## src/assert_macros.svh

```systemverilog
// Assertion helpers for the RTL; only odo_ctrl.sv includes them.
`ifndef ASSERT_MACROS_SVH
`define ASSERT_MACROS_SVH

// Property that must hold on every rising edge outside of reset.
`define ODO_ASSERT(lbl, clk, rst_n, prop, msg) \
    lbl: assert property (@(posedge clk) disable iff (!rst_n) prop) else $error(msg);

// Condition that must never be seen on a rising edge outside of reset.
`define ODO_ASSERT_NEVER(lbl, clk, rst_n, cond, msg) \
    lbl: assert property (@(posedge clk) disable iff (!rst_n) !(cond)) else $error(msg);

`endif

```

## src/odo_pkg.sv

```systemverilog
package odo_pkg;

    localparam int COUNT_BITS   = 12;
    localparam int CORDIC_STEPS = 16;
    localparam int STEP_W       = $clog2(CORDIC_STEPS);

    localparam int CNT_FIELD_W = 12;
    localparam int DIST_W      = 24;
    localparam int TURN_W      = 32;
    localparam int POS_W       = 32;
    localparam int ANG_W       = 32;
    localparam int HEAD_W      = 16;

    // Travel sum is (lc + rc) * dist_per_count, mean drops 9 bits.
    localparam int SUM_W     = COUNT_BITS + 2 + DIST_W;
    localparam int MEAN_W    = SUM_W - 9;
    localparam int MUL_A_W   = MEAN_W;
    localparam int MUL_B_W   = TURN_W + 1;
    localparam int PROD_W    = MUL_A_W + MUL_B_W;

    localparam int IN_DATA_W  = 32;
    localparam int IN_USER_W  = 1;
    localparam int OUT_DATA_W = 88;

    localparam int CFG_ADDR_W = 2;
    localparam int CFG_DATA_W = 32;
    localparam logic [CFG_ADDR_W-1:0] CFG_DIST = 2'd0;
    localparam logic [CFG_ADDR_W-1:0] CFG_TURN = 2'd1;

    localparam logic [DIST_W-1:0] DIST_RESET   = 24'd38319;
    localparam logic [TURN_W-1:0] TURN_RESET   = 32'd0;
    localparam logic [ANG_W-1:0]  QUARTER_TURN = 32'h4000_0000;
    localparam logic [ANG_W-1:0]  QUAD_ROUND   = 32'h2000_0000;
    localparam logic signed [POS_W-1:0] CORDIC_GAIN = 32'sd652032874;

    typedef enum logic [1:0] {
        MUL_TURN,
        MUL_SUM,
        MUL_COS,
        MUL_SIN
    } t_mul_sel;

    typedef struct packed {
        logic              capture;
        logic              pose_clear;
        logic              mul_en;
        t_mul_sel          mul_sel;
        logic              head_add;
        logic              mean_load;
        logic              cordic_step;
        logic [STEP_W-1:0] step;
        logic              x_add;
        logic              y_add;
        logic              out_load;
    } t_cmd;

    typedef struct packed {
        logic reset_req;
        logic out_busy;
    } t_status;

    // atan(2^-i) in 2^-32 turn, truncated.
    function automatic logic [ANG_W-1:0] atan_turn(input logic [4:0] idx);
        logic [ANG_W-1:0] a;
        unique case (idx)
            5'd0:    a = 32'd536870912;
            5'd1:    a = 32'd316933405;
            5'd2:    a = 32'd167458907;
            5'd3:    a = 32'd85004756;
            5'd4:    a = 32'd42667331;
            5'd5:    a = 32'd21354465;
            5'd6:    a = 32'd10679838;
            5'd7:    a = 32'd5340245;
            5'd8:    a = 32'd2670163;
            5'd9:    a = 32'd1335086;
            5'd10:   a = 32'd667544;
            5'd11:   a = 32'd333772;
            5'd12:   a = 32'd166886;
            5'd13:   a = 32'd83443;
            5'd14:   a = 32'd41721;
            5'd15:   a = 32'd20860;
            5'd16:   a = 32'd10430;
            5'd17:   a = 32'd5215;
            5'd18:   a = 32'd2607;
            5'd19:   a = 32'd1303;
            5'd20:   a = 32'd651;
            5'd21:   a = 32'd325;
            5'd22:   a = 32'd162;
            5'd23:   a = 32'd81;
            default: a = 32'd0;
        endcase
        return a;
    endfunction

endpackage

```

## src/odo_ctrl.sv

```systemverilog
module odo_ctrl (
    input  logic             i_clk,
    input  logic             i_rst_n,
    input  logic             i_s_tvalid,
    input  odo_pkg::t_status i_status,
    output logic             o_s_tready,
    output odo_pkg::t_cmd    o_cmd
);

    typedef enum logic [3:0] {
        S_IDLE,
        S_MULH,
        S_HEAD,
        S_MEAN,
        S_CORD,
        S_MULX,
        S_ADDX,
        S_ADDY,
        S_OUT
    } t_state;

    t_state r_state;
    logic [odo_pkg::STEP_W-1:0] r_step;
    logic w_last_step;

    assign w_last_step = (r_step == odo_pkg::STEP_W'(odo_pkg::CORDIC_STEPS - 1));
    assign o_s_tready  = (r_state == S_IDLE);

    always_comb begin
        o_cmd         = '0;
        o_cmd.mul_sel = odo_pkg::MUL_TURN;
        o_cmd.step    = r_step;
        unique case (r_state)
            S_IDLE: begin
                o_cmd.capture = i_s_tvalid;
            end
            S_MULH: begin
                o_cmd.pose_clear = i_status.reset_req;
                o_cmd.mul_en     = !i_status.reset_req;
                o_cmd.mul_sel    = odo_pkg::MUL_TURN;
            end
            S_HEAD: begin
                o_cmd.head_add = 1'b1;
                o_cmd.mul_en   = 1'b1;
                o_cmd.mul_sel  = odo_pkg::MUL_SUM;
            end
            S_MEAN: begin
                o_cmd.mean_load = 1'b1;
            end
            S_CORD: begin
                o_cmd.cordic_step = 1'b1;
            end
            S_MULX: begin
                o_cmd.mul_en  = 1'b1;
                o_cmd.mul_sel = odo_pkg::MUL_COS;
            end
            S_ADDX: begin
                o_cmd.x_add   = 1'b1;
                o_cmd.mul_en  = 1'b1;
                o_cmd.mul_sel = odo_pkg::MUL_SIN;
            end
            S_ADDY: begin
                o_cmd.y_add = 1'b1;
            end
            S_OUT: begin
                o_cmd.out_load = !i_status.out_busy;
            end
            default: begin
                o_cmd.capture = 1'b0;
            end
        endcase
    end

    always_ff @(posedge i_clk) begin
        if (!i_rst_n) begin
            r_state <= S_IDLE;
            r_step  <= '0;
        end else begin
            unique case (r_state)
                S_IDLE: begin
                    if (i_s_tvalid) begin
                        r_state <= S_MULH;
                    end
                end
                S_MULH: begin
                    r_state <= i_status.reset_req ? S_OUT : S_HEAD;
                end
                S_HEAD: begin
                    r_state <= S_MEAN;
                end
                S_MEAN: begin
                    r_state <= S_CORD;
                    r_step  <= '0;
                end
                S_CORD: begin
                    if (w_last_step) begin
                        r_step  <= '0;
                        r_state <= S_MULX;
                    end else begin
                        r_step <= r_step + 1'b1;
                    end
                end
                S_MULX: begin
                    r_state <= S_ADDX;
                end
                S_ADDX: begin
                    r_state <= S_ADDY;
                end
                S_ADDY: begin
                    r_state <= S_OUT;
                end
                S_OUT: begin
                    if (!i_status.out_busy) begin
                        r_state <= S_IDLE;
                    end
                end
                default: begin
                    r_state <= S_IDLE;
                end
            endcase
        end
    end

`include "assert_macros.svh"

    `ODO_ASSERT(a_step_idle, i_clk, i_rst_n, (r_state != S_CORD) |-> (r_step == '0), "step counter left nonzero outside the rotation loop")
    `ODO_ASSERT_NEVER(a_load_busy, i_clk, i_rst_n, o_cmd.out_load && i_status.out_busy, "result loaded over an untaken result")
    `ODO_ASSERT(a_capture_next, i_clk, i_rst_n, o_cmd.capture |=> (r_state == S_MULH), "captured item did not start processing")

endmodule

```

## src/odo_dp.sv

```systemverilog
module odo_dp (
    input  logic                                  i_clk,
    input  logic                                  i_rst_n,
    input  odo_pkg::t_cmd                         i_cmd,
    output odo_pkg::t_status                      o_status,
    input  logic                                  i_cfg_we,
    input  logic [odo_pkg::CFG_ADDR_W-1:0]        i_cfg_addr,
    input  logic [odo_pkg::CFG_DATA_W-1:0]        i_cfg_wdata,
    input  logic [odo_pkg::IN_DATA_W-1:0]         i_s_tdata,
    input  logic [odo_pkg::IN_USER_W-1:0]         i_s_tuser,
    input  logic                                  i_m_tready,
    output logic                                  o_m_tvalid,
    output logic [odo_pkg::OUT_DATA_W-1:0]        o_m_tdata
);

    localparam int CW = odo_pkg::COUNT_BITS;
    localparam int FW = odo_pkg::CNT_FIELD_W;
    localparam int PW = odo_pkg::POS_W;

    // Configuration.
    logic [odo_pkg::DIST_W-1:0] r_dist;
    logic [odo_pkg::TURN_W-1:0] r_turn;

    // Captured item.
    logic signed [CW:0] r_lc;
    logic signed [CW:0] r_rc;
    logic               r_rst_req;

    // Pose.
    logic signed [PW-1:0]            r_x;
    logic signed [PW-1:0]            r_y;
    logic [odo_pkg::ANG_W-1:0]       r_heading;
    logic                            r_sat;

    // Working registers.
    logic signed [odo_pkg::PROD_W-1:0] r_prod;
    logic signed [odo_pkg::MEAN_W-1:0] r_mean;
    logic [1:0]                        r_quad;
    logic signed [PW-1:0]              r_cx;
    logic signed [PW-1:0]              r_cy;
    logic signed [odo_pkg::ANG_W-1:0]  r_cz;

    // Output register.
    logic                               r_out_valid;
    logic [odo_pkg::OUT_DATA_W-1:0]     r_out_data;

    logic signed [CW:0]                  w_lc_mag;
    logic signed [CW:0]                  w_rc_mag;
    logic signed [CW+1:0]                w_diff;
    logic signed [CW+1:0]                w_csum;
    logic signed [odo_pkg::MUL_A_W-1:0]  w_mul_a;
    logic signed [odo_pkg::MUL_B_W-1:0]  w_mul_b;
    logic signed [odo_pkg::MUL_B_W-1:0]  w_xe;
    logic signed [odo_pkg::MUL_B_W-1:0]  w_ye;
    logic signed [odo_pkg::MUL_B_W-1:0]  w_cos;
    logic signed [odo_pkg::MUL_B_W-1:0]  w_sin;
    logic [odo_pkg::SUM_W-1:0]           w_mean_rnd;
    logic [odo_pkg::ANG_W-1:0]           w_qsum;
    logic signed [PW-1:0]                w_xs;
    logic signed [PW-1:0]                w_ys;
    logic signed [odo_pkg::ANG_W-1:0]    w_atan;
    logic signed [odo_pkg::PROD_W-1:0]   w_prod_rnd;
    logic signed [PW-1:0]                w_delta;
    logic signed [PW-1:0]                w_pose_in;
    logic signed [PW:0]                  w_pose_sum;
    logic                                w_ovf;
    logic signed [PW-1:0]                w_pose_out;

    assign w_lc_mag = $signed({1'b0, i_s_tdata[CW-1:0]});
    assign w_rc_mag = $signed({1'b0, i_s_tdata[FW+CW-1:FW]});
    assign w_diff   = {r_rc[CW], r_rc} - {r_lc[CW], r_lc};
    assign w_csum   = {r_rc[CW], r_rc} + {r_lc[CW], r_lc};

    // Quadrant rotation of the CORDIC result.
    assign w_xe = odo_pkg::MUL_B_W'(r_cx);
    assign w_ye = odo_pkg::MUL_B_W'(r_cy);

    always_comb begin
        unique case (r_quad)
            2'd0: begin
                w_cos = w_xe;
                w_sin = w_ye;
            end
            2'd1: begin
                w_cos = -w_ye;
                w_sin = w_xe;
            end
            2'd2: begin
                w_cos = -w_xe;
                w_sin = -w_ye;
            end
            default: begin
                w_cos = w_ye;
                w_sin = -w_xe;
            end
        endcase
    end

    // One shared signed multiplier.
    always_comb begin
        unique case (i_cmd.mul_sel)
            odo_pkg::MUL_TURN: begin
                w_mul_a = odo_pkg::MUL_A_W'(w_diff);
                w_mul_b = $signed({1'b0, r_turn});
            end
            odo_pkg::MUL_SUM: begin
                w_mul_a = odo_pkg::MUL_A_W'(w_csum);
                w_mul_b = odo_pkg::MUL_B_W'($signed({1'b0, r_dist}));
            end
            odo_pkg::MUL_COS: begin
                w_mul_a = r_mean;
                w_mul_b = w_cos;
            end
            default: begin
                w_mul_a = r_mean;
                w_mul_b = w_sin;
            end
        endcase
    end

    assign w_mean_rnd = r_prod[odo_pkg::SUM_W-1:0] + odo_pkg::SUM_W'(256);
    assign w_qsum     = r_heading + odo_pkg::QUAD_ROUND;

    assign w_xs   = r_cx >>> i_cmd.step;
    assign w_ys   = r_cy >>> i_cmd.step;
    assign w_atan = $signed(odo_pkg::atan_turn(5'(i_cmd.step)));

    // Round the projected travel and add it to x or y with clamping.
    assign w_prod_rnd = r_prod + $signed(odo_pkg::PROD_W'(64'd1 << 29));
    assign w_delta    = w_prod_rnd[PW+29:30];
    assign w_pose_in  = i_cmd.y_add ? r_y : r_x;
    assign w_pose_sum = {w_pose_in[PW-1], w_pose_in} + {w_delta[PW-1], w_delta};
    assign w_ovf      = w_pose_sum[PW] != w_pose_sum[PW-1];

    always_comb begin
        if (!w_ovf) begin
            w_pose_out = w_pose_sum[PW-1:0];
        end else if (w_pose_sum[PW]) begin
            w_pose_out = {1'b1, {(PW-1){1'b0}}};
        end else begin
            w_pose_out = {1'b0, {(PW-1){1'b1}}};
        end
    end

    always_ff @(posedge i_clk) begin
        if (!i_rst_n) begin
            r_dist <= odo_pkg::DIST_RESET;
            r_turn <= odo_pkg::TURN_RESET;
        end else if (i_cfg_we) begin
            unique case (i_cfg_addr)
                odo_pkg::CFG_DIST: r_dist <= i_cfg_wdata[odo_pkg::DIST_W-1:0];
                odo_pkg::CFG_TURN: r_turn <= i_cfg_wdata[odo_pkg::TURN_W-1:0];
                default: begin
                end
            endcase
        end
    end

    always_ff @(posedge i_clk) begin
        if (!i_rst_n) begin
            r_x       <= '0;
            r_y       <= '0;
            r_heading <= odo_pkg::QUARTER_TURN;
            r_sat     <= 1'b0;
            r_rst_req <= 1'b0;
        end else begin
            if (i_cmd.capture) begin
                r_lc      <= i_s_tdata[FW*2] ? -w_lc_mag : w_lc_mag;
                r_rc      <= i_s_tdata[FW*2+1] ? -w_rc_mag : w_rc_mag;
                r_rst_req <= i_s_tuser[0];
                r_sat     <= 1'b0;
            end
            if (i_cmd.pose_clear) begin
                r_x       <= '0;
                r_y       <= '0;
                r_heading <= odo_pkg::QUARTER_TURN;
            end
            if (i_cmd.mul_en) begin
                r_prod <= w_mul_a * w_mul_b;
            end
            if (i_cmd.head_add) begin
                r_heading <= r_heading + r_prod[odo_pkg::ANG_W-1:0];
            end
            if (i_cmd.mean_load) begin
                r_mean <= $signed(w_mean_rnd[odo_pkg::SUM_W-1:9]);
                r_quad <= w_qsum[odo_pkg::ANG_W-1:odo_pkg::ANG_W-2];
                r_cz   <= $signed(r_heading - {w_qsum[odo_pkg::ANG_W-1:odo_pkg::ANG_W-2],
                                               30'd0});
                r_cx   <= odo_pkg::CORDIC_GAIN;
                r_cy   <= '0;
            end
            if (i_cmd.cordic_step) begin
                if (!r_cz[odo_pkg::ANG_W-1]) begin
                    r_cx <= r_cx - w_ys;
                    r_cy <= r_cy + w_xs;
                    r_cz <= r_cz - w_atan;
                end else begin
                    r_cx <= r_cx + w_ys;
                    r_cy <= r_cy - w_xs;
                    r_cz <= r_cz + w_atan;
                end
            end
            if (i_cmd.x_add) begin
                r_x   <= w_pose_out;
                r_sat <= r_sat | w_ovf;
            end
            if (i_cmd.y_add) begin
                r_y   <= w_pose_out;
                r_sat <= r_sat | w_ovf;
            end
        end
    end

    always_ff @(posedge i_clk) begin
        if (!i_rst_n) begin
            r_out_valid <= 1'b0;
        end else if (i_cmd.out_load) begin
            r_out_valid <= 1'b1;
            r_out_data  <= {7'd0, r_sat,
                            r_heading[odo_pkg::ANG_W-1:odo_pkg::ANG_W-odo_pkg::HEAD_W],
                            r_y, r_x};
        end else if (i_m_tready) begin
            r_out_valid <= 1'b0;
        end
    end

    assign o_status.reset_req = r_rst_req;
    assign o_status.out_busy  = r_out_valid && !i_m_tready;
    assign o_m_tvalid         = r_out_valid;
    assign o_m_tdata          = r_out_data;

endmodule

```

## src/diff_drive_odometry.sv

```systemverilog
// A motion tick passes through the heading update, the mean travel, the
// iterative CORDIC rotator and the two projections; a pose-reset tick goes
// straight to the output load. The rotator runs one micro-rotation per cycle;
// a new tick is taken only once the last one has been loaded for output.
// Reset (i_rst_n low, synchronous): pose returns to the origin facing a
// quarter turn, both scale registers take their default values.
module diff_drive_odometry (
    input  logic                                i_clk,
    input  logic                                i_rst_n,
    // Configuration writes: index 0 is dist_per_count, index 1 turn_per_count.
    input  logic                                i_cfg_we,
    input  logic [odo_pkg::CFG_ADDR_W-1:0]      i_cfg_addr,
    input  logic [odo_pkg::CFG_DATA_W-1:0]      i_cfg_wdata,
    // Encoder tick stream.
    input  logic                                i_s_tvalid,
    output logic                                o_s_tready,
    // left_count [11:0], right_count [23:12], left_reverse [24],
    // right_reverse [25], zero [31:26].
    input  logic [odo_pkg::IN_DATA_W-1:0]       i_s_tdata,
    // reset_pose [0].
    input  logic [odo_pkg::IN_USER_W-1:0]       i_s_tuser,
    // Pose stream.
    output logic                                o_m_tvalid,
    input  logic                                i_m_tready,
    // x_pos [31:0], y_pos [63:32], heading [79:64], saturated [80],
    // zero [87:81].
    output logic [odo_pkg::OUT_DATA_W-1:0]      o_m_tdata
);

    // The controller walks each motion tick through the heading update, the mean
    // travel, the CORDIC rotation and the two projections. It drives the
    // datapath purely through a command word and reads back a small status
    // word (pose-reset request and output-slot occupancy).
    odo_pkg::t_cmd    w_cmd;
    odo_pkg::t_status w_status;

    odo_ctrl u_ctrl (
        .i_clk      (i_clk),
        .i_rst_n    (i_rst_n),
        .i_s_tvalid (i_s_tvalid),
        .i_status   (w_status),
        .o_s_tready (o_s_tready),
        .o_cmd      (w_cmd)
    );

    // The datapath holds the pose, the scale registers, one shared
    // multiplier, the CORDIC rotator and the output register. A finished
    // result waits in the output register while the next tick is taken in;
    // only the final load stalls if that register is still occupied.
    odo_dp u_dp (
        .i_clk       (i_clk),
        .i_rst_n     (i_rst_n),
        .i_cmd       (w_cmd),
        .o_status    (w_status),
        .i_cfg_we    (i_cfg_we),
        .i_cfg_addr  (i_cfg_addr),
        .i_cfg_wdata (i_cfg_wdata),
        .i_s_tdata   (i_s_tdata),
        .i_s_tuser   (i_s_tuser),
        .i_m_tready  (i_m_tready),
        .o_m_tvalid  (o_m_tvalid),
        .o_m_tdata   (o_m_tdata)
    );

endmodule

```

## config.mk

```make
export PLATFORM = sky130hd
export DESIGN_NAME = diff_drive_odometry
export DESIGN_NICKNAME = d
export VERILOG_FILES = /design/src/odo_pkg.sv /design/src/odo_ctrl.sv /design/src/odo_dp.sv /design/src/diff_drive_odometry.sv
export VERILOG_INCLUDE_DIRS = /design/src /design/src/src
export SDC_FILE = /design/constraint.sdc
export NUM_CORES = 2
export LEC_CHECK = 0
export ABC_CLOCK_PERIOD_IN_PS = 9600
export BUFFER_PORTS_ARGS = -buffer_cell sky130_fd_sc_hd__buf_2
export CORE_ASPECT_RATIO = 0.75
export CORE_MARGIN = 5
export CORE_UTILIZATION = 45
export CTS_CLUSTER_SIZE = 20
export DETAILED_ROUTE_END_ITERATION = 6
export REMOVE_ABC_BUFFERS = 1
export SETUP_SLACK_MARGIN = 0.4
export SYNTH_ARGS = -nofsm -noshare
export SYNTH_HDL_FRONTEND = slang
export SYNTH_SLANG_ARGS = --single-unit
```

## constraint.sdc

```tcl
create_clock -name i_clk -period 9.6 [get_ports i_clk]
set_input_delay 0 -clock i_clk [delete_from_list [all_inputs] [get_ports i_clk]]
set_output_delay 0 -clock i_clk [all_outputs]
set_load 0.03 [all_outputs]
```

; Yosys cells after proc, flatten, opt, wreduce, memory -nomap -nowiden
; Memories as Yosys holds them, arrays and structs flattened. A register that Yosys moved wholly into a read port is not among the register bits.
; Index checks and enable logic that the tools add are counted.
[classes]
eq_ne = 18
n_reduce_logical = 23
mux = 46
n_addsub = 19
shift = 2
bitwise_logic = 1
multipliers = 1
[ops]
columns = cell, n
row1 = $mux 32, 17
row2 = $pmux 33 s3, 3
row3 = $add 32x32->32, 4
row4 = $sub 32x32->32, 4
row5 = $neg 32->33, 2
row6 = $sshr 32x4->32, 2
row7 = $add 62x31->62 const B, 1
row8 = $mul 29x33->62, 1
row9 = $pmux 29 s2, 1
row10 = $add 38x9->38 const B, 1
row11 = $pmux 4 s9, 1
row12 = $add 32x32->33, 1
row13 = $add 32x30->32 const B, 1
row14 = $mux 4, 7
row15 = $neg 12->13, 2
row16 = $mux 12, 2
row17 = $eq 4x3->1 const B, 4
row18 = $add 13x13->14, 1
row19 = $reduce_and 2->1, 7
row20 = $sub 13x13->14, 1
row21 = $mux 1, 13
row22 = $pmux 3 s4, 1
row23 = $reduce_bool 2->1, 6
row24 = $eq 4x2->1 const B, 2
row25 = other kinds (16), 25
[totals]
elab_cells = 132
n_memories = 1
output_inout_bits = 90
romBits = 480
ff_bits = 459
input_bits = 72
[memory_table]
columns = name, words, word_bits, rd, rd_clocked_by_memory_dff, write_ports, line
row1 = (name not given), 16, 30, 1, 1, 0, odo_pkg.sv:65  ; unique case (idx)

; Longest topological paths before layout
[depth]
word_depth = 8
depth_mapped = 43
mapped_depth_nobuf = 42

; Modules after synthesis
; From an unflattened synthesis, not the netlist that was laid out.
[hier_totals]
cells_unflattened = 7625
hier_area_um2 = 68159.1
[by_module_without_submodules]
columns = module, area_per_inst_um2, cells_each, n_inst, seq_area_each_um2
row1 = odo_dp, 67647.4, 7563, 1, 11991.5
row2 = odo_ctrl, 511.7, 62, 1, 160.2

; Worst setup path after synthesis
; No wires, ideal clock.
[synth_timing]
kind = flip-flop to flip-flop
start = register u_dp.r_cy[18]
end = register u_dp.r_prod[58] in the netlist's numbering (data pin)
t_required_ns = 9.342
arrival_time_ns = 10.090
setup_slack_ns = -0.749
synth_period_minus_slack_ns = 10.349
setup_time_ns = 0.258
stages_incl_launch_ff = 37
path_buffers = 3
path_cell_list = edfxtp_1 buf_6 or3_4 or4_4 nor2_4 nand3_2 or3b_4 nor4_1 nor2_1 o31ai_1 o21ai_0 nand2_1 clkbuf_1 nor2_1 fa_1 fa_1 fa_1 fa_1 inv_1 fa_1 inv_1 fa_1 fa_1 inv_1 fa_1 inv_1 ha_1 clkbuf_1 o21a_1 o2111ai_1 o22ai_1 nor2_1 o21ai_0 a31o_2 a311o_1 a21oi_1 xnor2_1
[synth_via]
elab_chain_cells = 4
elab_cells_between_ends = 5
cone_classes = 1 x add/sub / 1 x mul / 3 x mux
[synth_lines]
columns = element, line
row1 = start: declaration, odo_dp.sv:40  ; logic signed [PW-1:0] r_cy;
row2 = start signal: assignment, odo_dp.sv:195  ; r_cy <= r_cy + w_xs;
row3 = start signal: assignment, odo_dp.sv:199  ; r_cy <= r_cy - w_xs;
row4 = $neg 32->33, "odo_dp.sv:85, odo_dp.sv:90"
row5 = $pmux 33 s3, odo_dp.sv:79  ; unique case (r_quad)
row6 = $pmux 33 s3 (*), odo_dp.sv:101  ; unique case (i_cmd.mul_sel)
row7 = $mul 29x33->62 (*), odo_dp.sv:179  ; r_prod <= w_mul_a * w_mul_b;
row8 = end signal: assignment, odo_dp.sv:179
row9 = end: declaration, odo_dp.sv:36  ; logic signed [odo_pkg::PROD_W-1:0] r_prod;
; Every way passes the cells marked *; elsewhere a longest branch is shown, timed or not.
; A chain may end at the register's enable or synchronous reset.

; Worst setup path after layout
[layout_timing]
start = register u_dp.r_cx[12]
end = register u_dp.r_prod[61] in the netlist's numbering (data pin)
[layout_via]
elab_chain_cells = 4
elab_cells_between_ends = 5
cone_classes = 1 x add/sub / 1 x mul / 3 x mux
[layout_lines]
columns = element, line
row1 = start: declaration, odo_dp.sv:39  ; logic signed [PW-1:0] r_cx;
row2 = start signal: assignment, odo_dp.sv:189  ; r_cx <= odo_pkg::CORDIC_GAIN;
row3 = start signal: assignment, odo_dp.sv:194  ; r_cx <= r_cx - w_ys;
row4 = start signal: assignment, odo_dp.sv:198  ; r_cx <= r_cx + w_ys;
row5 = $neg 32->33, "odo_dp.sv:89, odo_dp.sv:94"
row6 = $pmux 33 s3, odo_dp.sv:79
row7 = $pmux 33 s3 (*), odo_dp.sv:101
row8 = $mul 29x33->62 (*), odo_dp.sv:179
; Marked as above.

==> run_results.csv <==
group,metric,value,unit
timing,rsz0062_at_grt,"true",
logic_synthesis,yosys.area.top_type,"fa_1",
setup_path,path_buf_inv,7,
die,ios,162,
layout,drive_gt1_share,20.0,%
clock_tree,root_buffer,"clkbuf_16",
min_path,holdCritPathClass,"in -> reg",
global_routing,use_met1,40.3,%
setup_path,crit_top_cell,"fa_1",
clock_tree,clock_sinks,489,
logic_synthesis,synth.distinct_cells,110,
timing,fin_crit,10.38,ns
setup_path,cp-end-kind,"flop",
setup_path,slowest_delay,0.60,ns
layout,fin_cells,10700,
logic_synthesis,synthSimpleGateAreaFrac,15.7,%
routing,vias,59300,
global_routing,top_usage_layer,"met2",
routing,wl_per_cell,21.1,um
place,preCtsSetupSlack,-1.58,ns
timing,tightest_slew,1.26,ns
flow_run,max_cap_viol_count,0,
routing,finalWirelength,226000,um
global_routing,grt_pass1_vias,60400,
die,coreArea,0.155,mm^2
timing,fin_hold_ws,0.106,ns
layout,layout.nets,10100,
setup_path,startpoint_type,"flop",
global_routing,grtUsageMet3,6.78,%
routing,ant_nets,0,
setup_path,crit_type,"reg -> reg",
die,die-area,0.163,mm^2
timing,maxSlewViolCount,0,
timing,setup-violations-final,26,
setup_path,slowest_stage,"fa_1",
layout,nFillCells,14000,
logic_synthesis,synth_adder_area_share,35.9,%
die,die_w,465,um
power,vdd.ir_drop.worst,630,uV
global_routing,grt_usage,27.5,%
layout,area_delta_synth_final,20.6,%
clock_tree,cts_tree,"built",
logic_synthesis,synthTopCellsByCount,"1149 x inv_1, 1017 x fa_1, 948 x nand2_1",
logic_synthesis,synth-edff-count,296,
global_routing,grt_pass1_wl,353000,um
power,p_total,22600,uW
routing,drc_errors,0,
logic_synthesis,ys_top_cells_by_area,"fa_1 29%, edfxtp_1 13%, ha_1 6.8%, inv_1 6.2%, dfxtp_1 5.5%",
layout,seqCellArea,0.0128,mm^2
timing,finalHoldViolCount,0,
routing,drtIter0Drc,5125,
power,power_per_cell_area,268,mW/mm^2
die,die_h,351,um
logic_synthesis,synth_top_area_share,29.1,%
logic_synthesis,async_flop_share,0,%
global_routing,overflow,0,
timing,setup_ws,-0.776,ns
logic_synthesis,yosys_warnings,0,
logic_synthesis,synth-seq-cells,489,
clock_tree,clk_path_buf_depth,3,
logic_synthesis,synth_area_per_cell,8.90,um^2
timing,slew_headroom,15.7,%
logic_synthesis,synthXorXnorAreaFrac,5.62,%
setup_path,crit_fanout,5,
power,leakagePower,0.0390,uW
setup_path,cpLargestDelayFamily,"adder cells",
die,rows,125,
place,place_hpwl,186000,um
place,gp_congestion,0.969,
logic_synthesis,synth.area.mux_share,4.02,%
global_routing,grt_max_degree,88,
layout,final_util,54.5,%
status,violations,"setup timing",
routing,firstDrtPassIters,6,
setup_path,required,10.00,ns
global_routing,gr-usage-met2,41.4,%
logic_synthesis,synthCells,7848,
logic_synthesis,synth_top_family_by_area,"adder cells",
place,numPortBuffers,148,
routing,post_drt_via_cell_ratio,5.52,
clock_tree,numCtsBuffers,51,
logic_synthesis,synthesis.area,0.0699,mm^2
clock_tree,cts.clk_slew.worst_paths,0.07,ns
global_routing,antenna_found_initial,2,
clock_tree,clock_latency,0.68,ns
clock_tree,htreeDepth,2,
status,outcome,"complete, but fails checks",
layout,multi_input_area,0.0529,mm^2
logic_synthesis,synth.most_common_cell,"inv_1",
setup_path,cp.arrival,10.78,ns
timing,fin_worst_skew,0.0486,ns
logic_synthesis,ys_seq_area_share,18.3,%
logic_synthesis,ys.flop_type,"edfxtp_1",
timing,fmax,96.4,MHz
place,place_inst,10400,
timing,fin_crit_sh,108,%
logic_synthesis,synth_compound_area_share,11.8,%
die,initial_core_util,45.2,%
[per-stage QoR]
stage | TNS, ns | cell area, um^2
after global routing | -18.97 | 84200
after CTS | -7.24 | 83000
after floorplan | -80.48 | 68100
after detailed placement | -30.16 | 78600
final | -9.97 | 84200
after global placement | -27.73 | 78600
[path summary, 6_finish.rpt]
check | start | to | slack [ns] | cells past startpoint
hold reg to reg | u_dp.r_sat | u_dp.o_m_tdata[80] | 0.45 | 0
hold / removal | i_s_tdata[12] | u_dp.r_rc[0] | 0.11 | 2
setup / recovery | u_dp.r_cx[12] | u_dp.r_prod[61] | -0.78 | 36
setup reg to reg | u_dp.r_cx[12] | u_dp.r_prod[61] | -0.78 | 36
[state kept, by name, summed over array words and instances, names as in the netlist]
| name | cells |
|---|---|
| u_ctrl.r_state | 4 |
| u_ctrl.r_step | 4 |
| u_dp.o_m_tdata | 81 |
| u_dp.o_m_tvalid | 1 |
| u_dp.r_cx | 32 |
| u_dp.r_cy | 32 |
| u_dp.r_cz | 32 |
| u_dp.r_dist | 24 |
| u_dp.r_heading | 32 |
| u_dp.r_lc | 13 |
| u_dp.r_mean | 29 |
| u_dp.r_prod | 62 |
| u_dp.r_quad | 2 |
| u_dp.r_rc | 13 |
| u_dp.r_rst_req | 1 |
| u_dp.r_sat | 1 |
| u_dp.r_turn | 32 |
| u_dp.r_x | 32 |
| u_dp.r_y | 32 |
| u_dp.w_atan | 30 |
[what timing repair did]
action | CTS | global route
endpoints found under the hold margin | 98 | 0
cloned | 3 | 3
pin swaps | 136 | 146
hold buffers | 101 | 0
buffers inserted | 68 | 34
gates resized for setup | 263 | 214
endpoints found under the setup margin | 40 | 42
[metal layers]
layer	vias to the layer above	wire length (um)
li1	27200	-
met4	0	5250
met5	-	0
met2	2212	95700
met3	269	21200
met1	29700	104000
[power by group]
group / internal [uW] / total [uW] / switching, uW / leakage [uW]
clock network: 1150 / 2100 / 941 / 0.000878
logic: 8190 / 17600 / 9400 / 0.0339
registers: 2720 / 2910 / 190 / 0.00429
total: 12100 / 22600 / 10500 / 0.0390
[area by class of cell]
type	instances	share of cell area [%]
well taps	2032	3.02
repair buffers	1191	11.9
clock buffers	58	1.62
multi-input cells	5785	62.7
clock inverters	38	0.475
flip-flops and latches	489	15.2
diodes	1	0.00297
inverters	1153	5.14
[cell usage in the layout, fill, tap and decap left out, types with 63 or more instances in the layout]
cell type	synthesis	final
nor3_1	82	74
fa_2	0	73
a21o_1	108	107
inv_1	1149	1106
mux2i_1	73	69
xnor2_1	249	239
xor2_1	197	195
dfxtp_1	193	189
fa_1	1017	944
nand2b_1	83	79
buf_2	31	149
dlygate4sd3_1	0	101
mux4_2	72	72
edfxtp_1	296	296
buf_12	0	70
a22o_1	63	63
nor2_1	846	816
nand2_1	948	936
buf_4	11	818
ha_1	378	344
nand3_1	148	133
a21oi_1	411	380
o21ai_0	238	206
[cell families after synthesis]
family | Yosys count
XOR/XNOR | 447
adder cells (fa/ha/maj) | 1395
other | 1
buffers and inverters | 1580
AO/OA/AOI/OAI | 1274
flip-flops | 489
AND/OR/NAND/NOR | 2478
multiplexers | 184
Power figures use the tool's default switching activity.
